$ cat config.mk
export PLATFORM = sky130hd
export DESIGN_NAME = handheld_timer_joypad_registers
export DESIGN_NICKNAME = d
export VERILOG_FILES = /design/src/sv/hhtj_pkg.sv /design/src/sv/handheld_timer_joypad_registers.sv /design/src/sv/hhtj_timer.sv
export SDC_FILE = /design/constraint.sdc
export NUM_CORES = 1
export LEC_CHECK = 0
export BUFFER_PORTS_ARGS = -buffer_cell sky130_fd_sc_hd__buf_2
export CAP_MARGIN = 0
export CORE_UTILIZATION = 55
export CTS_BUF_LIST = sky130_fd_sc_hd__clkbuf_8
export CTS_CLUSTER_SIZE = 28
export DETAILED_ROUTE_END_ITERATION = 8
export PLACE_DENSITY = 0.81
export SLEW_MARGIN = 15
export SYNTH_ARGS = -nofsm -noshare
export SYNTH_HDL_FRONTEND = slang
export SYNTH_HIERARCHICAL = 1
export SYNTH_SLANG_ARGS = --single-unit
$ cat constraint.sdc
create_clock -name clk -period 3.3 [get_ports clk]
set_input_delay 0.495 -clock clk [delete_from_list [all_inputs] [get_ports clk]]
set_output_delay 0.495 -clock clk [all_outputs]
set_load 0.005 [all_outputs]
$ cat src/sv/hhtj_pkg.sv
package hhtj_pkg;

  typedef enum logic [1:0] {
    OP_READ  = 2'd0,
    OP_WRITE = 2'd1,
    OP_TICK  = 2'd2,
    OP_NOP   = 2'd3
  } hhtj_op_t;

  localparam logic [7:0] OFS_JOYP = 8'h00;
  localparam logic [7:0] OFS_DIV  = 8'h04;
  localparam logic [7:0] OFS_TIMA = 8'h05;
  localparam logic [7:0] OFS_TMA  = 8'h06;
  localparam logic [7:0] OFS_TAC  = 8'h07;
  localparam logic [7:0] OFS_IF   = 8'h0F;
  localparam logic [7:0] OFS_IE   = 8'hFF;

  localparam int DIV_PERIOD_DEF = 256;
  localparam int DOT_W          = 10;

  localparam int IRQ_TIMER_BIT  = 2;
  localparam int IRQ_JOYP_BIT   = 4;
  localparam int TAC_EN_BIT     = 2;

  // write strobes from the bus decoder into the timer
  typedef struct packed {
    logic       div_clr;
    logic       tima_wr;
    logic       tma_wr;
    logic       tac_wr;
    logic [7:0] data;
  } hhtj_wr_t;

  // timer register view back to the bus side
  typedef struct packed {
    logic [7:0] div;
    logic [7:0] tima;
    logic [7:0] tma;
    logic [7:0] tac;
    logic       ovf;
  } hhtj_tmr_t;

  // dot_count mask for the TAC-selected period: 1024, 16, 64, 256 dots
  function automatic logic [DOT_W-1:0] tac_mask(input logic [1:0] sel);
    logic [DOT_W-1:0] m;
    unique case (sel)
      2'd0: m = 10'h3FF;
      2'd1: m = 10'h00F;
      2'd2: m = 10'h03F;
      2'd3: m = 10'h0FF;
      default: m = 10'h3FF;
    endcase
    return m;
  endfunction

endpackage

$ cat src/sv/handheld_timer_joypad_registers.sv
// Timer, divider, interrupt-flag and joypad I/O registers. Each transaction
// is a bus read, a bus write, one dot tick or a no-op, and yields exactly one
// result: the read byte (0 for anything but a read) and the IF byte after the
// item. One transaction is taken every cycle while in_stall is low; its result
// appears in the output register on the next cycle, and in_stall rises only
// while that register holds a result that the receiver is stalling. DIV
// advances every DIV_PERIOD dots; TIMA advances at the TAC-selected period.
module handheld_timer_joypad_registers #(
  parameter int DIV_PERIOD = hhtj_pkg::DIV_PERIOD_DEF
) (
  input  logic       clk,
  input  logic       rst_n,
  input  logic       in_valid,
  output logic       in_stall,
  input  logic [1:0] in_opcode,
  input  logic [7:0] in_reg_offset,
  input  logic [7:0] in_write_data,
  input  logic [7:0] in_buttons,
  output logic       out_valid,
  input  logic       out_stall,
  output logic [7:0] out_read_data,
  output logic [7:0] out_interrupt_flags
);
  import hhtj_pkg::*;

  logic       accept;
  logic       is_rd, is_wr, is_tick;
  hhtj_wr_t   wr;
  hhtj_tmr_t  tmr;

  logic [7:0] joyp_r, joyp_nxt;
  logic       joyp_wr_r, joyp_wr_nxt;
  logic [7:0] if_r, if_nxt;
  logic [7:0] ie_r, ie_nxt;
  logic [3:0] nib;
  logic       joyp_irq;
  logic [7:0] rd;

  logic       out_valid_r, out_valid_nxt;
  logic [7:0] out_rd_r, out_if_r;

  assign in_stall = out_valid_r && out_stall;
  assign accept   = in_valid && !in_stall;
  assign is_rd    = accept && (in_opcode == OP_READ);
  assign is_wr    = accept && (in_opcode == OP_WRITE);
  assign is_tick  = accept && (in_opcode == OP_TICK);

  always_comb begin
    wr.div_clr = is_wr && (in_reg_offset == OFS_DIV);
    wr.tima_wr = is_wr && (in_reg_offset == OFS_TIMA);
    wr.tma_wr  = is_wr && (in_reg_offset == OFS_TMA);
    wr.tac_wr  = is_wr && (in_reg_offset == OFS_TAC);
    wr.data    = in_write_data;
  end

  hhtj_timer #(
    .DIV_PERIOD(DIV_PERIOD)
  ) u_timer (
    .clk  (clk),
    .rst_n(rst_n),
    .tick (is_tick),
    .wr   (wr),
    .tmr  (tmr)
  );

  // d-pad group wins when both select bits are low
  always_comb begin
    nib = joyp_r[3:0];
    if (!joyp_r[4]) begin
      nib = ~in_buttons[7:4];
    end else if (!joyp_r[5]) begin
      nib = ~in_buttons[3:0];
    end
    joyp_irq = !joyp_wr_r && ((joyp_r[3:0] & ~nib) != 4'd0);
  end

  always_comb begin
    joyp_nxt    = joyp_r;
    joyp_wr_nxt = joyp_wr_r;
    if_nxt      = if_r;
    ie_nxt      = ie_r;
    if (is_tick) begin
      joyp_nxt    = {joyp_r[7:4], nib};
      joyp_wr_nxt = 1'b0;
      if_nxt[IRQ_JOYP_BIT]  = if_r[IRQ_JOYP_BIT] | joyp_irq;
      if_nxt[IRQ_TIMER_BIT] = if_r[IRQ_TIMER_BIT] | tmr.ovf;
    end
    if (is_wr) begin
      unique case (in_reg_offset)
        OFS_JOYP: begin
          joyp_nxt    = in_write_data;
          joyp_wr_nxt = 1'b1;
        end
        OFS_IF:  if_nxt = in_write_data;
        OFS_IE:  ie_nxt = in_write_data;
        default: ;
      endcase
    end
  end

  always_comb begin
    rd = 8'd0;
    if (is_rd) begin
      unique case (in_reg_offset)
        OFS_JOYP: rd = joyp_r;
        OFS_DIV:  rd = tmr.div;
        OFS_TIMA: rd = tmr.tima;
        OFS_TMA:  rd = tmr.tma;
        OFS_TAC:  rd = tmr.tac;
        OFS_IF:   rd = if_r;
        OFS_IE:   rd = ie_r;
        default:  rd = 8'd0;
      endcase
    end
  end

  always_comb begin
    out_valid_nxt = out_valid_r;
    if (accept) begin
      out_valid_nxt = 1'b1;
    end else if (!out_stall) begin
      out_valid_nxt = 1'b0;
    end
  end

  always_ff @(posedge clk) begin
    if (!rst_n) begin
      joyp_r      <= '0;
      joyp_wr_r   <= 1'b0;
      if_r        <= '0;
      ie_r        <= '0;
      out_valid_r <= 1'b0;
    end else begin
      joyp_r      <= joyp_nxt;
      joyp_wr_r   <= joyp_wr_nxt;
      if_r        <= if_nxt;
      ie_r        <= ie_nxt;
      out_valid_r <= out_valid_nxt;
    end
  end

  always_ff @(posedge clk) begin
    if (accept) begin
      out_rd_r <= rd;
      out_if_r <= if_nxt;
    end
  end

  assign out_valid           = out_valid_r;
  assign out_read_data       = out_rd_r;
  assign out_interrupt_flags = out_if_r;

endmodule

$ cat src/sv/hhtj_timer.sv
module hhtj_timer #(
  parameter int DIV_PERIOD = hhtj_pkg::DIV_PERIOD_DEF
) (
  input  logic               clk,
  input  logic               rst_n,
  input  logic               tick,
  input  hhtj_pkg::hhtj_wr_t wr,
  output hhtj_pkg::hhtj_tmr_t tmr
);
  import hhtj_pkg::*;

  localparam int PH_W = (DIV_PERIOD > 1) ? $clog2(DIV_PERIOD) : 1;
  localparam logic [PH_W-1:0] PH_LAST = PH_W'(DIV_PERIOD - 1);

  logic [DOT_W-1:0] dot_r,  dot_nxt;
  logic [PH_W-1:0]  ph_r,   ph_nxt;
  logic [7:0]       div_r,  div_nxt;
  logic [7:0]       tima_r, tima_nxt;
  logic [7:0]       tma_r,  tma_nxt;
  logic [7:0]       tac_r,  tac_nxt;
  logic             ovf;
  logic             tima_step;

  // ph_r tracks dot_count mod DIV_PERIOD, restarting when dot_count wraps
  always_comb begin
    dot_nxt  = dot_r;
    ph_nxt   = ph_r;
    div_nxt  = div_r;
    tima_nxt = tima_r;
    tma_nxt  = tma_r;
    tac_nxt  = tac_r;
    ovf      = 1'b0;
    tima_step = tac_r[TAC_EN_BIT] && ((dot_r & tac_mask(tac_r[1:0])) == '0);
    if (tick) begin
      if (ph_r == '0) begin
        div_nxt = div_r + 8'd1;
      end
      if (tima_step) begin
        if (tima_r == 8'hFF) begin
          tima_nxt = tma_r;
          ovf      = 1'b1;
        end else begin
          tima_nxt = tima_r + 8'd1;
        end
      end
      dot_nxt = dot_r + DOT_W'(1);
      if (ph_r == PH_LAST || dot_r == '1) begin
        ph_nxt = '0;
      end else begin
        ph_nxt = ph_r + PH_W'(1);
      end
    end
    if (wr.div_clr) div_nxt  = 8'd0;
    if (wr.tima_wr) tima_nxt = wr.data;
    if (wr.tma_wr)  tma_nxt  = wr.data;
    if (wr.tac_wr)  tac_nxt  = wr.data;
  end

  always_ff @(posedge clk) begin
    if (!rst_n) begin
      dot_r  <= '0;
      ph_r   <= '0;
      div_r  <= '0;
      tima_r <= '0;
      tma_r  <= '0;
      tac_r  <= '0;
    end else begin
      dot_r  <= dot_nxt;
      ph_r   <= ph_nxt;
      div_r  <= div_nxt;
      tima_r <= tima_nxt;
      tma_r  <= tma_nxt;
      tac_r  <= tac_nxt;
    end
  end

  always_comb begin
    tmr.div  = div_r;
    tmr.tima = tima_r;
    tmr.tma  = tma_r;
    tmr.tac  = tac_r;
    tmr.ovf  = ovf;
  end

endmodule

==> out/results.ini <==
[outcome]
status = finished clean

[drt]
drtIter0Drc = 424
routed_wl_um = 12100
vias = 4166
first_pass_iters = 5
ant_nets = 0
drc = 0
wl_per_cell_um = 17.9
viasPerCell = 6.17

[sta]
maxSlewViolCount = 0
worstMarginPinSlew_ns = 0.999
skew_ns = 0.0127
hold_viol = 0
post-route-period-util_pct = 75.2
setup_viol = 0
max_freq_mhz = 403
finalWorstPathRequiredPeriod_ns = 2.48
tns_ns = 0
slew-limit-headroom_pct = 33.3
worst_slack_ns = 0.818
rsz0062_at_grt = no

[cts]
post-cts-setup-buffers = 0
clk_path_buf_depth = 2
tritoncts = built
numCtsBuffers = 9
path_clk_slew_ns = 0.10
cts-resized-gates = 0
hold_buffers = 0
cts_root_buf = clkbuf_8
cts_sinks = 92
htreeDepth = 3
insertion_delay_ns = 0.37

[die]
die_y_um = 96.6
die_x_um = 96.6
core_mm2 = 0.00868
die-area_mm2 = 0.00934
io-pin-count = 48
start_util_pct = 56.7
rows = 34

[hold_path]
hold_class = primary input to flop
whs_path_depth = 2
hold_start = in_valid

[setup_path]
start_kind = primary input
cp_num_buf_inv = 2
crit_path_end_kind = flop
crit_fanout = 7
crit_start = in_reg_offset[5]
rr_worst_depth = 9
critPathKind = primary input to flop
cp_cell_sequence = buf_2 -> or4_1 -> nor4_4 -> nand3b_1 -> nor3b_1 -> inv_1 -> and3_1 -> a311oi_1
cp_top_family = simple AND/OR/NAND/NOR gates
cp_slowest_cell = or4_1
slowest_delay_ns = 0.60
worstPathArrival_ns = 2.77
cp.depth = 8
cp_data_required_time_ns = 3.59
worstReg2RegStart = out_valid$_SDFFE_PN0P_

[global_route]
grt_pass1_wl_um = 19700
antenna_found_initial = 0
grt.overflow.total = 0
grt_max_degree = 52
first_global_vias = 3935
track_usage_pct = 26.3

[synth]
yosysTopAreaCell = dfxtp_1
synthArstFlopShare_pct = 0
syn_area_mm2 = 0.00492
netlist_top_cells_area = dfxtp_1, edfxtp_1, mux2i_1, mux2_2, nor2b_1
synthFlopType = dfxtp_1
ys_seq_area_share_pct = 40.7
synth-seq-cells = 92
synth_top_area_share_pct = 30.9
synth_cell_types = 61
synthXorXnorAreaFrac_pct = 3.38
synth_most_common_cell = dfxtp_1
synth_fp_nets = 564
yosys.area_share.adder_pct = 2.03
synth_top_family_by_area = simple AND/OR/NAND/NOR gates
synth-edff-count = 16
syn_avg_cell_area_um2 = 9.36
synthCells = 526
yosys-top-cells-count = dfxtp_1, nand2_1, nand3_1, mux2i_1, nor2b_1
yosysWarnings = 6
synthSimpleGateAreaFrac_pct = 25.1
synth-compound-area-share_pct = 14.1
synthMuxAreaShare_pct = 10.7

[pwr]
powerDensity_mw_per_mm2 = 383
p_leak_nw = 1.93
combPwrFrac_pct = 6.6
ir_drop_uv = 186
swShare_pct = 25.2
power.switching_mw = 0.525
clockPowerShare_pct = 37.8
power_frac_seq_pct = 55.7
internal-power_mw = 1.56
totalPowerFinal_mw = 2.09

[placement]
place.gp.congestion = 0.873
dpl.hpwl_um = 8490
dp_slack_ns = 0.430
port_buffers = 47

[layout]
syn_to_final_growth_pct = 10.6
antenna-diode-count = 0
drive_gt1_share_pct = 18.7
nFillCells = 733
final_nets = 600
fin_util_pct = 62.8

[flow_run]
max_cap_viol_count = 0

-- routing by layer --
metal	routed length [um]	vias up	track usage, %
li1	-	2003	-
met1	5260	1961	35.5
met2	5610	173	41.2
met3	757	29	3.40
met4	427	0	13.9
met5	0	-	0
-- registers in the layout, indices dropped and copies added (netlist names) --
| signal | count |
|---|---|
| ie_r | 8 |
| if_r | 8 |
| joyp_r | 8 |
| joyp_wr_r | 1 |
| out_interrupt_flags | 8 |
| out_read_data | 8 |
| out_valid | 1 |
| u_timer/div_r | 8 |
| u_timer/dot_r | 10 |
| u_timer/ph_r | 8 |
| u_timer/tac_r | 8 |
| u_timer/tima_r | 8 |
| u_timer/tma_r | 8 |
-- cell type report --
type	instances	area (um^2)	share of cell area (%)
Timing Repair Buffer	58	330	6.06
Inverter	13	48.8	0.896
Clock buffer	9	124	2.27
Clock inverter	7	75.1	1.38
Multi-Input combinational cell	388	2730	50.1
Sequential cell	92	2000	36.8
Tap cell	108	135	2.48
-- cells in the final DEF, fill, tap and decap left out, types with 4 or more instances in the layout --
master / count
a21boi_1: 4
edfxtp_1: 16
a21boi_0: 5
nor4_1: 5
o21a_1: 5
a21oi_1: 21
nor3_1: 15
nand2_1: 33
nor2b_1: 27
nand4_1: 12
nand2b_1: 5
or3_1: 5
xor2_1: 10
mux2i_1: 27
mux2_2: 22
and2_1: 18
nor3b_1: 12
dfxtp_1: 76
nor2_1: 22
nand3_1: 30
ha_1: 8
a211oi_1: 5
nand3b_1: 6
clkbuf_8: 9
buf_2: 47
inv_1: 14
and3_1: 5
o21ai_0: 16
a222oi_1: 8
xnor2_1: 9
o21ai_1: 4
buf_4: 10
o31ai_1: 6
-- worst reg2reg max path, delay by kind of cell, from the launching register on --
kind	cells	cell delay, ns
compound gates	3	0.56
buf+inv	2	0.26
simple gates	4	1.07
flops	1	0.33
-- path summary, 6_finish.rpt --
| kind | slack (ns) | to |
|---|---|---|
| worst max-delay path | 0.82 | u_timer/tima_r[2]$_SDFFE_PN0P_ |
| worst min-delay path | 0.34 | out_valid$_SDFFE_PN0P_ |
| worst max register to register | 0.96 | out_interrupt_flags[2]$_DFFE_PP_ |
| worst min register to register | 0.46 | joyp_wr_r$_SDFF_PN0_ |
-- stage by stage --
stage	cells	instance area (um^2)	hold slack, ns
after floorplan	526	4920	0.431
after global placement	659	5250	0.437
after detailed placement	659	5250	0.454
after CTS	675	5450	0.334
after global routing	675	5450	0.349
final	675	5450	0.336
-- power by group through the flow --
stage	combinational (mW)	sequential, mW	clock [mW]
floorplan	0.0714	1.19	0
global placement	0.131	1.19	0
detailed placement	0.135	1.19	0
CTS	0.136	1.16	0.798
global route	0.148	1.16	0.844
finish	0.137	1.16	0.788
-- cell families (layout without fill, tap and decap cells) --
kind of cell / count (synthesis) / in the layout
flops: 92 / 92
mux: 50 / 50
simple gates: 211 / 211
compound gates: 100 / 100
buf+inv: 46 / 87
xor+xnor: 19 / 19
fa+ha+maj: 8 / 8
(Power assumes the default switching activity.)
